**config.mk**
```make
export PLATFORM = sky130hd
export DESIGN_NAME = ffpa_ctrl
export DESIGN_NICKNAME = d
export VERILOG_FILES = /design/src/sv/ffpa_pkg.sv /design/src/sv/ffpa_ctrl.sv
export SDC_FILE = /design/constraint.sdc
export NUM_CORES = 1
export LEC_CHECK = 0
export BUFFER_PORTS_ARGS = -buffer_cell sky130_fd_sc_hd__buf_2
export CORE_MARGIN = 5
export CORE_UTILIZATION = 41
export DETAILED_ROUTE_END_ITERATION = 16
export PLACE_DENSITY = 0.73
export SETUP_SLACK_MARGIN = 0.1
export SYNTH_ARGS = -nofsm -noshare
export SYNTH_HDL_FRONTEND = slang
export SYNTH_SLANG_ARGS = --single-unit
```
**constraint.sdc**
```tcl
create_clock -name aclk -period 1.3 [get_ports aclk]
set_clock_uncertainty 0.1 [all_clocks]
set_input_delay 0.065 -clock aclk [delete_from_list [all_inputs] [get_ports aclk]]
set_output_delay 0.065 -clock aclk [all_outputs]
set_load 0.03 [all_outputs]
```
**src/sv/ffpa_pkg.sv**
```systemverilog
// Shared types and codes for the first-fit page run allocator.
`timescale 1ns / 1ps
package ffpa_pkg;

    localparam logic [1:0] OUT_DONE       = 2'd0;
    localparam logic [1:0] OUT_ALLOC_FAIL = 2'd1;
    localparam logic [1:0] OUT_FREE_REJ   = 2'd2;

    localparam logic MODE_ALLOC = 1'b0;
    localparam logic MODE_FREE  = 1'b1;

    typedef struct packed {
        logic        mode;
        logic [31:0] request_bytes;
        logic [31:0] release_address;
    } in_item_t;

    typedef struct packed {
        logic [31:0] granted_address;
        logic [1:0]  outcome;
        logic [12:0] blocks_free;
        logic [12:0] blocks_used;
    } out_item_t;

    // controller to datapath
    typedef struct packed {
        logic clear_step;
        logic load;
        logic scan_step;
        logic fill_step;
        logic rd_index;
        logic free_check;
        logic unfill_step;
        logic set_fail;
        logic res_load;
    } cmd_t;

    // datapath to controller
    typedef struct packed {
        logic clear_last;
        logic bad;
        logic is_free;
        logic found;
        logic exhausted;
        logic fill_last;
        logic blk_used;
        logic unfill_last;
    } sts_t;

endpackage

```
**src/sv/ffpa_ctrl.sv**
```systemverilog
// Controller: sequences clearing, first-fit scan, run fill/release and result hand-off.
`timescale 1ns / 1ps
module ffpa_ctrl (
    input  logic           aclk,
    input  logic           aresetn,
    input  logic           s_valid,
    output logic           s_ready,
    output logic           m_valid,
    input  logic           m_ready,
    input  ffpa_pkg::sts_t sts,
    output ffpa_pkg::cmd_t cmd
);
    import ffpa_pkg::*;

    typedef enum logic [3:0] {
        ST_CLEAR, ST_IDLE, ST_CHECK, ST_SCAN, ST_FILL,
        ST_FREE_RD, ST_FREE_CHK, ST_UNFILL, ST_RESULT
    } state_t;

    state_t state_reg, state_next;
    logic   out_valid_reg;

    always_comb begin
        state_next = state_reg;
        cmd        = '0;
        s_ready    = 1'b0;
        case (state_reg)
            ST_CLEAR: begin
                cmd.clear_step = 1'b1;
                if (sts.clear_last) state_next = ST_IDLE;
            end
            ST_IDLE: begin
                s_ready = 1'b1;
                if (s_valid) begin
                    cmd.load   = 1'b1;
                    state_next = ST_CHECK;
                end
            end
            ST_CHECK: begin
                if (sts.bad) begin
                    cmd.set_fail = 1'b1;
                    state_next   = ST_RESULT;
                end else if (sts.is_free) begin
                    state_next = ST_FREE_RD;
                end else begin
                    state_next = ST_SCAN;
                end
            end
            ST_SCAN: begin
                cmd.scan_step = 1'b1;
                if (sts.found) begin
                    state_next = ST_FILL;
                end else if (sts.exhausted) begin
                    cmd.set_fail = 1'b1;
                    state_next   = ST_RESULT;
                end
            end
            ST_FILL: begin
                cmd.fill_step = 1'b1;
                if (sts.fill_last) state_next = ST_RESULT;
            end
            ST_FREE_RD: begin
                cmd.rd_index = 1'b1;
                state_next   = ST_FREE_CHK;
            end
            ST_FREE_CHK: begin
                if (!sts.blk_used) begin
                    cmd.set_fail = 1'b1;
                    state_next   = ST_RESULT;
                end else begin
                    cmd.free_check = 1'b1;
                    state_next     = ST_UNFILL;
                end
            end
            ST_UNFILL: begin
                cmd.unfill_step = 1'b1;
                if (sts.unfill_last) state_next = ST_RESULT;
            end
            ST_RESULT: begin
                if (!out_valid_reg || m_ready) begin
                    cmd.res_load = 1'b1;
                    state_next   = ST_IDLE;
                end
            end
            default: state_next = ST_IDLE;
        endcase
    end

    always_ff @(posedge aclk) begin
        if (!aresetn) begin
            state_reg     <= ST_CLEAR;
            out_valid_reg <= 1'b0;
        end else begin
            state_reg <= state_next;
            if (cmd.res_load) begin
                out_valid_reg <= 1'b1;
            end else if (m_ready) begin
                out_valid_reg <= 1'b0;
            end
        end
    end

    assign m_valid = out_valid_reg;

endmodule

```
# [Yosys cells after proc, flatten, opt, wreduce, memory -nomap -nowiden]
# Cells that the tools add are included.
# Widths: inputs -> output; s select.
[totals] regBits=5 inputBits=12 output_inout_bits=11 word_cells=51
[classes] eq_ne=14 mux=30 n_reduce_logical=5
[op_table] op="$mux 4" n=9
[op_table] op="$pmux 4 s9" n=1
[op_table] op="$mux 1" n=18
[op_table] op="$eq 4x3->1 const B" n=4
[op_table] op="$ne 2x2->1 const B" n=5
[op_table] op="$eq 4x2->1 const B" n=2
[op_table] op="$reduce_and 6->1" n=1
[op_table] op="$eq 4x1->1 const B" n=1
[op_table] op="$eq 4x4->1 const B" n=1
[op_table] op="$logic_not 4->1" n=1
[op_table] op="$mux 3" n=1
[op_table] op="$ne 3x3->1 const B" n=1
[op_table] op="$pmux 1 s3" n=1
[op_table] op="$reduce_bool 2->1" n=1
[op_table] op="$logic_not 1->1" n=1
[op_table] op="$logic_or 1x1->1" n=1

# [Depth between registers and ports, before layout]
# Gate-level depths: netlist (run 1).
[logic_depth] depth_word=5 mapped_depth=6 mapped_depth_nobuf=4

# [Least setup slack after synthesis (run 1)]
# No wires, ideal clock.
[synth_path] path_type="register to output" startpoint="register state_reg[2]" endpoint="output cmd[7] in the netlist's numbering" arrival_ns=2.144 required_time_ns=1.135 path_slack_ns=-1.009 path_stages_with_launch=5 path_buffers=2 cell_sequence="dfxtp_1 buf_6 buf_2 nor4b_1 and2_1"
[synth_rtl] element="start: declaration" line_no="ffpa_ctrl.sv:20" source="state_t state_reg, state_next;"
[synth_rtl] element="start signal: assignment" line_no="ffpa_ctrl.sv:94" source="state_reg <= state_next;"
[synth_rtl] element="end: declaration" line_no="ffpa_ctrl.sv:11" source="output ffpa_pkg::cmd_t cmd"

# [Final worst setup path (run 1)]
[layout_path] startpoint="register state_reg[1]" endpoint="register state_reg[3]"
[layout_via] elab_chain_cells=3 word_cells_on_any_way=17 cone_classes="14 x eq/ne; 1 x mux; 2 x reduce/logical"
[layout_rtl] element="$eq 4x2->1, or another cell as far along" line_no="ffpa_ctrl.sv:27" source="case (state_reg)"
[layout_rtl] element="$ne 3x3->1 (no source line) or $ne 2x2->1 (tied branches)"
[layout_rtl] element="$reduce_and 6->1 (no source line)"
# Several ways; a longest one is shown, not always the timed one.
# A chain may end at the register's enable or synchronous reset.

==> results.tsv, run 1 <==
metric	value	unit
vias in the first global route	717	
height of the die	46.9	µm
max-cap violations	0	
Cell Rows	13	
Die Span X	46.9	µm
total die area	2190	µm²
crit path capture type	flip-flop	
Startpoint Class	flip-flop	
# IOs	23	
required time worst endpoint	1.32	ns
max reg flops	4	
worst hold path depth	3	
overall routing resource usage	19.4	%
failing checks	setup timing	
# diodes	0	
initial antenna violation count	0	
Crit Path Class	flip-flop to flip-flop	
Largest stage delay, worst path	0.38	ns
CTS tree	yes	
crit path cell chain	or3_4, a21oi_4, nor3_2, a32o_1	
GRT Residual Overflow	0	
Final ANT Viol Nets	0	
sequential area share after synthesis	18.0	%
dominant cells by area after synthesis	dfxtp_1, nand2_1, nor2b_1, nor2_1, nor4b_4	
Design Power	1.46	mW
Placed Cells	115	
Root Buffer	clkbuf_4	
fmax	0.657	GHz
detailed placer's ending HPWL	1.22	mm
IO Port Bufs	22	
crit path time final	1.52	ns
Routed WL per cell	16.4	µm
post-synth cell types	37	
Crit. path cell count	4	
worst hold path class	input pin to flip-flop	
DR pass1 iterations	4	
Synth Net Count	83	
Fin Hold WS	0.0218	ns
post-synth top area share	18.0	%
PnR worst setup slack	-0.221	ns
# DRC	0	
Final Cycle Share	117	%
via count	732	
core area	1280	µm²
first-pass GRT wire length	3.11	mm
Hold Violations, Final	0	
DRT Wirelength	2.15	mm
R2R depth	4	
status	finished with violations	
gpl congestion	0.848	
largest net degree at the start of global routing	10	
initial DRC count	19	
Slew Viols, Final	0	
non-filler cells, final	131	
relative slew slack	65.9	%
Least-Margin Pin Slew	0.507	ns
worst skew pair latency	0.24	ns
Syn Area/Cell	7.84	µm²
average vias per placed instance	5.59	
maximum VDD drop	0.715	mV
Initial Util	43.3	%
H-Tree Depth	1	
CTS sink count	5	
crit path buf inv count	0	
setup_tns	-1.84	ns
Max FO, Critical Path	7	
clock-pin slew on the worst setup and hold paths	0.05	ns
Max stage delay cell, worst path	dfxtp_4	
Pwr Density	1310	nW/µm²
Yosys reg bits	5	
Post-Syn Instances	71	
layout cell share with drive strength beyond 1	69.8	%
synth-to-layout area growth	99.1	%
synthesized cell area	557	µm²
total CTS buffers	3	
final setup violation count	14	
Lkg Pwr	0.464	nW
CP Data Arrival Time	1.54	ns
Syn. warnings	0	
Max clock buf depth	2	
RSZ-0062 raised after global routing	yes	
nets@finish	129	
post-synth top area cell	dfxtp_1	
Crit path max-delay family	simple AND/OR/NAND/NOR gates	
## power by group
part | internal [mW] | switching [mW]
combinational | 0.524 | 0.487
clock | 0.116 | 0.0615
sequential | 0.190 | 0.0776
## layout by cell type (no fill, tap or decap), types with 2 or more instances in the layout
master	synthesis	routed
a21oi_2	0	2
clkbuf_4	0	3
nor4b_4	1	2
nor2_4	0	2
nor2b_1	5	3
nor2_2	0	3
nor2b_4	0	2
buf_6	1	18
mux2i_1	2	2
nand3b_1	2	2
nor2_1	7	2
nand2_1	9	8
nor3_2	1	2
buf_2	2	13
dfxtp_4	0	4
buf_4	3	17
nor3_1	3	2
nand2b_1	3	2
## repair_timing
| action | 4_1_cts | 5_1_grt |
|---|---|---|
| setup buffers | 10 | 2 |
| hold endpoints to repair | 0 | 0 |
| hold buffers | 0 | 0 |
| pin swaps | 13 | 11 |
| gates resized for setup | 36 | 17 |
| endpoints found under the setup margin | 15 | 15 |
## final cells by class
type                            count  area [µm²]
Timing Repair Buffer               48         395
Sequential cell                     5         116
Fill cell                          70         176
Clock buffer                        4        26.3
Multi-Input combinational cell     57         542
Inverter                            2        10.0
Tap cell                           15        18.8
## routing by layer
metal	vias up	share of wire (%)	global-route usage [%]
li1	348	-	-
met1	365	41	24.3
met3	2	3.8	1.53
met4	0	0.88	4.97
met5	-	0	0
met2	17	54	35.5
## final timing paths
check                              end  slack [ns]                       from
min reg2reg  state_reg[2]$_SDFFE_PN0P_        0.59  state_reg[2]$_SDFFE_PN0P_
max          state_reg[3]$_SDFFE_PN0P_       -0.22  state_reg[1]$_SDFFE_PN0P_
max reg2reg  state_reg[3]$_SDFFE_PN0P_       -0.22  state_reg[1]$_SDFFE_PN0P_
min          state_reg[1]$_SDFFE_PN0P_        0.02                    aresetn
## cell usage after synthesis (all sizes together)
| cell type | n |
|---|---|
| a31oi | 1 |
| nand3b | 2 |
| o211ai | 1 |
| a2111oi | 1 |
| clkbuf | 1 |
| a32o | 1 |
| o2bb2ai | 1 |
| nor3 | 5 |
| mux2i | 2 |
| nand2b | 3 |
| dfxtp | 5 |
| o21ai | 1 |
| nand2 | 9 |
| nor2 | 7 |
| nor2b | 5 |
| a21oi | 3 |
| or3 | 1 |
| a211oi | 1 |
| a22o | 1 |
| and2 | 1 |
| nor4 | 1 |
| o31ai | 1 |
| a221oi | 1 |
| buf | 6 |
| nor4b | 3 |
| xnor2 | 1 |
| nand4bb | 1 |
| a2bb2oi | 1 |
| o21bai | 1 |
| inv | 2 |
| or3b | 1 |
## cell families (layout without fill, tap and decap cells)
logic type | count (synthesis) | count (layout) | share of synthesized area, %
xor gates and xnor gates | 1 | 1 | 1.57
muxes | 2 | 2 | 3.60
and+or+nand+nor | 39 | 39 | 45.2
AOI/OAI and AO/OA | 15 | 15 | 21.8
DFF | 5 | 5 | 18.0
buffers and inverters | 9 | 54 | 9.89
## worst register-to-register path, stage by stage, from the launching register on
cell and delay, ns:
dfxtp_4 0.38, or3_4 0.38, a21oi_4 0.23, nor3_2 0.10, a32o_1 0.22
## through the flow
stage                     instance area, µm²  setup slack, ns  util (%)
after floorplan                          641           -0.225         -
after global placement                   808           -0.236      62.9
after detailed placement                 808           -0.320      62.9
after CTS                               1020           -0.185      79.1
after global routing                    1110           -0.260      86.3
final                                   1110           -0.221      86.3
No activity file was read; power rests on OpenSTA's default activity.
==> run 2: changes to the inputs <==
GPL_TIMING_DRIVEN = 0   (was default)
PLACE_DENSITY = default   (was 0.73)
PLACE_DENSITY_LB_ADDON = 0.1   (was default)
==> run 2 against run 1 <==
Net effect:
- the flow still finishes with violations (setup timing)
- flip-flop and latch count is the same
- highest routed layer unchanged
- critical path depth increased by 3
- sequential power down 24%
- via count up 4.0%
- die area did not move
- wire length is 15% higher
- final area is 3.5% higher
==> results.tsv, run 2 (synthesized netlist as in run 1, its figures left out) <==
metric	value	unit	change
status	finished with violations		unchanged
failing checks	setup timing		unchanged
Placed Cells	108		was 115
setup_tns	-3.05	ns	was -1.84 ns
# diodes	0		unchanged
H-Tree Depth	1		unchanged
Crit Path Class	flip-flop to flip-flop		unchanged
layout cell share with drive strength beyond 1	68.4	%	was 69.8%
RSZ-0062 raised after global routing	yes		unchanged
Lkg Pwr	0.483	nW	was 0.464 nW
initial DRC count	31		was 19
worst skew pair latency	0.25	ns	was 0.24 ns
Final ANT Viol Nets	0		unchanged
largest net degree at the start of global routing	11		was 10
dpl cell area	769	µm²	was 808 µm²
PnR worst setup slack	-0.299	ns	was -0.221 ns
CTS sink count	5		unchanged
detailed placer's ending HPWL	1.12	mm	was 1.22 mm
hold_buf cts	0		unchanged
Fin Hold WS	0.0425	ns	was 0.0218 ns
synth-to-layout area growth	106	%	was 99.1%
core area	1280	µm²	unchanged
overall routing resource usage	20.2	%	was 19.4%
Least-Margin Pin Slew	0.417	ns	was 0.507 ns
vias in the first global route	733		was 717
Slew Viols, Final	0		unchanged
Max FO, Critical Path	6		was 7
crit path time final	1.60	ns	was 1.52 ns
total CTS buffers	3		unchanged
Max clock buf depth	2		unchanged
max-cap violations	0		unchanged
Design Area, Final	1150	µm²	was 1110 µm²
total die area	2190	µm²	unchanged
commonest non-fill, non-tap cells in the layout	buf_6, buf_4, buf_2		unchanged
final setup violation count	14		unchanged
via count	761		was 732
first-pass GRT wire length	3.17	mm	was 3.11 mm
# IOs	23		unchanged
IO Port Bufs	22		unchanged
crit path capture type	flip-flop		unchanged
worst hold path class	input pin to flip-flop		unchanged
Pwr Density	1400	nW/µm²	was 1310 nW/µm²
height of the die	46.9	µm	unchanged
non-filler cells, final	132		was 131
Final Cycle Share	123	%	was 117%
CP Data Arrival Time	1.64	ns	was 1.54 ns
max reg flops	4		unchanged
fmax	0.625	GHz	was 0.657 GHz
gpl congestion	0.824		was 0.848
average vias per placed instance	5.77		was 5.59
DRT Wirelength	2.48	mm	was 2.15 mm
relative slew slack	71.9	%	was 65.9%
CTS tree	yes		unchanged
Cell Rows	13		unchanged
nets@finish	130		was 129
Root Buffer	clkbuf_4		unchanged
Initial Util	43.3	%	unchanged
initial antenna violation count	0		unchanged
clock-pin slew on the worst setup and hold paths	0.05	ns	about the same
Routed WL per cell	18.8	µm	was 16.4 µm
GRT Residual Overflow	0		unchanged
Startpoint Class	flip-flop		unchanged
required time worst endpoint	1.34	ns	was 1.32 ns
DR pass1 iterations	4		unchanged
Die Span X	46.9	µm	unchanged
maximum VDD drop	0.776	mV	was 0.715 mV
# DRC	0		unchanged
Hold Violations, Final	0		unchanged
-- run 2: changes by cell type in the layout (fill, tap and decap cells not counted), sizes merged --
cell / previous run / this run
clkbuf: 4 / 5
-- run 2: cell type report --
cell class,instances,area [µm²]
Inverter,2,7.51
Tap cell,15,18.8
Multi-Input combinational cell,57,548
Fill cell,63,138
Sequential cell,5,106
Timing Repair Buffer,42,344
Buffer,7,96.3
Clock buffer,4,26.3
-- run 2: path summary, 6_finish.rpt --
path	startpoint	endpoint	slack (ns)	depth (start not counted)
setup / recovery	state_reg[1]$_SDFFE_PN0P_	state_reg[3]$_SDFFE_PN0P_	-0.30	7
hold / removal	aresetn	state_reg[1]$_SDFFE_PN0P_	0.04	3
setup reg to reg	state_reg[1]$_SDFFE_PN0P_	state_reg[3]$_SDFFE_PN0P_	-0.30	7
hold reg to reg	m_valid$_SDFFE_PN0P_	m_valid$_SDFFE_PN0P_	0.60	3
-- run 2: through the flow --
step | worst slack [ns] | util (%) | total power [mW]
5_1_grt | -0.341 | 89.3 | 1.68
3_5_place_dp | -0.248 | 59.9 | 0.918
4_1_cts | -0.239 | 80.5 | 1.34
6_report | -0.299 | 89.3 | 1.60
2_1_floorplan | -0.225 | - | 0.777
3_3_place_gp | -0.226 | 59.9 | 0.911
-- run 2: metal layers --
metal	routed length, µm	up-vias	GRT usage (%)
met2	1300	29	33.1
li1	-	347	-
met4	35	0	11.0
met1	1040	379	24.1
met5	0	-	0
met3	107	6	4.60
-- run 2: repair_timing --
item                                    CTS  global route
cloned                                    0             1
pin swaps                                13            10
resized for setup                        36            13
buffers inserted                         12             7
endpoints found under the setup margin   14            14
-- run 2: worst max-delay path: stages, from the launching register on --
cell       delay, ns
dfxtp_2         0.31
buf_6           0.13
buf_4           0.14
buf_6           0.12
xnor2_1         0.13
a2bb2oi_1       0.23
a211oi_1        0.11
a32o_1          0.23
-- run 2: where the power goes --
part           switching (mW)  internal [mW]
Clock                  0.0722          0.117
Sequential             0.0180          0.184
Combinational           0.604          0.608
Total                   0.694          0.908
==> run 3: changes to the inputs <==
CTS_CLUSTER_DIAMETER = 200   (was default)
PLACE_DENSITY = 0.73   (was default)
PLACE_DENSITY_LB_ADDON = default   (was 0.1)
==> run 3 against run 2 <==
Net effect:
- global-route usage fell by 0.16 points
- critical endpoint unchanged
- critical path depth did not move
- the run still ends with setup timing left
- die area did not move
- flip-flop and latch count did not move
- critical path type unchanged
==> results.tsv, run 3 (synthesized netlist as in run 1, its figures left out) <==
metric	value	unit	change
Max FO, Critical Path	7		was 6
average vias per placed instance	5.87		was 5.77
Slew Viols, Final	0		unchanged
Crit Path Class	flip-flop to flip-flop		unchanged
required time worst endpoint	1.38	ns	was 1.34 ns
clock-pin slew on the worst setup and hold paths	0.05	ns	about the same
Final ANT Viol Nets	0		unchanged
worst skew pair latency	0.25	ns	about the same
Cell Rows	13		unchanged
failing checks	setup timing		unchanged
Initial Util	43.3	%	unchanged
DRT Wirelength	2.08	mm	was 2.48 mm
final setup violation count	14		unchanged
Final Cycle Share	119	%	was 123%
CTS sink count	5		unchanged
Max clock buf depth	2		unchanged
crit path time final	1.55	ns	was 1.60 ns
Logic pwr share	73.8	%	was 75.6%
Die Span X	46.9	µm	unchanged
GRT Residual Overflow	0		unchanged
multi-input logic area	541	µm²	was 548 µm²
synth-to-layout area growth	92.4	%	was 106%
status	finished with violations		unchanged
height of the die	46.9	µm	unchanged
hold_buf cts	0		unchanged
maximum VDD drop	0.663	mV	was 0.776 mV
RSZ-0062 raised after global routing	yes		unchanged
Startpoint Class	flip-flop		unchanged
largest net degree at the start of global routing	11		unchanged
max reg flops	4		unchanged
IO Port Bufs	22		unchanged
Least-Margin Pin Slew	0.322	ns	was 0.417 ns
Lkg Pwr	0.444	nW	was 0.483 nW
commonest non-fill, non-tap cells in the layout	buf_2, buf_4, buf_6		was buf_6, buf_4, buf_2
total CTS buffers	3		unchanged
sequential share of power	13.6	%	was 12.6%
# diodes	0		unchanged
fmax	0.647	GHz	was 0.625 GHz
Place WS	-0.248	ns	about the same
layout cell share with drive strength beyond 1	65.5	%	was 68.4%
crit path capture type	flip-flop		unchanged
setup_tns	-2.38	ns	was -3.05 ns
max-cap violations	0		unchanged
Clk network pwr share	12.6	%	was 11.8%
# IOs	23		unchanged
# DRC	0		unchanged
nets@finish	123		was 130
vias in the first global route	690		was 733
sw power	0.633	mW	was 0.694 mW
core area	1280	µm²	unchanged
Root Buffer	clkbuf_4		unchanged
detailed placer's ending HPWL	1.08	mm	was 1.12 mm
first-pass GRT wire length	3.19	mm	was 3.17 mm
CP Data Arrival Time	1.62	ns	was 1.64 ns
initial antenna violation count	0		unchanged
CTS tree	yes		unchanged
worst hold path class	input pin to flip-flop		unchanged
via count	734		was 761
internal power	0.851	mW	was 0.908 mW
sw frac	42.7	%	was 43.3%
DR pass1 iterations	4		unchanged
Pwr Density	1390	nW/µm²	was 1400 nW/µm²
Hold Violations, Final	0		unchanged
PnR worst setup slack	-0.245	ns	was -0.299 ns
H-Tree Depth	1		unchanged
sequential cell area	105	µm²	was 106 µm²
commonest non-fill, non-tap cell in the layout	buf_2		
relative slew slack	78.3	%	was 71.9%
overall routing resource usage	20.0	%	was 20.2%
Fillers	72		was 63
Routed WL per cell	16.7	µm	was 18.8 µm
initial DRC count	17		was 31
gpl congestion	0.828		was 0.824
total die area	2190	µm²	unchanged
-- run 3: worst max-delay path, stage by stage, from the launching register on --
cell	delay (ns)
dfxtp_1	0.32
buf_6	0.15
buf_8	0.13
buf_12	0.11
nand2_1	0.05
a2bb2oi_1	0.12
a211oi_1	0.30
a32o_1	0.19
-- run 3: final cells by class --
cell class / instances / share of cell area (%)
Timing Repair Buffer: 35 / 25.8
Multi-Input combinational cell: 57 / 50.5
Tap cell: 15 / 1.75
Inverter: 2 / 0.701
Clock buffer: 4 / 2.45
Sequential cell: 5 / 9.81
Buffer: 7 / 9.00
-- run 3: repair_timing --
| action | in CTS | in global routing |
|---|---|---|
| gates cloned | 1 | 0 |
| setup buffers | 10 | 2 |
| setup endpoints to repair | 14 | 15 |
| endpoints found under the hold margin | 0 | 0 |
| gates resized for setup | 36 | 7 |
| pin swaps | 10 | 3 |
-- run 3: final timing paths --
kind	cells after the start	end	slack (ns)	startpoint
hold reg to reg	3	m_valid$_SDFFE_PN0P_	0.54	m_valid$_SDFFE_PN0P_
setup / recovery	7	state_reg[3]$_SDFFE_PN0P_	-0.25	state_reg[1]$_SDFFE_PN0P_
hold / removal	3	m_valid$_SDFFE_PN0P_	0.05	aresetn
setup reg to reg	7	state_reg[3]$_SDFFE_PN0P_	-0.25	state_reg[1]$_SDFFE_PN0P_
-- run 3: routing by layer --
layer,GRT usage (%),vias up,share of wire [%]
li1,-,336,-
met1,26.4,360,39
met2,33.9,36,52
met3,1.53,2,7.9
met4,7.18,0,0.48
met5,0,-,0
-- run 3: metrics by stage --
stage	hold slack, ns	cell area [µm²]	total power, mW	instances	utilization (%)
floorplan	0.103	641	0.777	71	-
global placement	0.275	769	0.908	108	59.9
detailed placement	0.279	769	0.916	108	59.9
CTS	0.0161	1020	1.38	123	79.6
global route	0.0833	1070	1.56	125	83.3
finish	0.0506	1070	1.48	125	83.3
-- run 3: power groups by stage --
stage / Clock (mW) / Combinational (mW) / Sequential (mW)
after floorplan: 0 / 0.582 / 0.195
after global placement: 0 / 0.715 / 0.193
after detailed placement: 0 / 0.720 / 0.196
after CTS: 0.186 / 0.992 / 0.198
after global routing: 0.195 / 1.16 / 0.202
final: 0.187 / 1.10 / 0.202
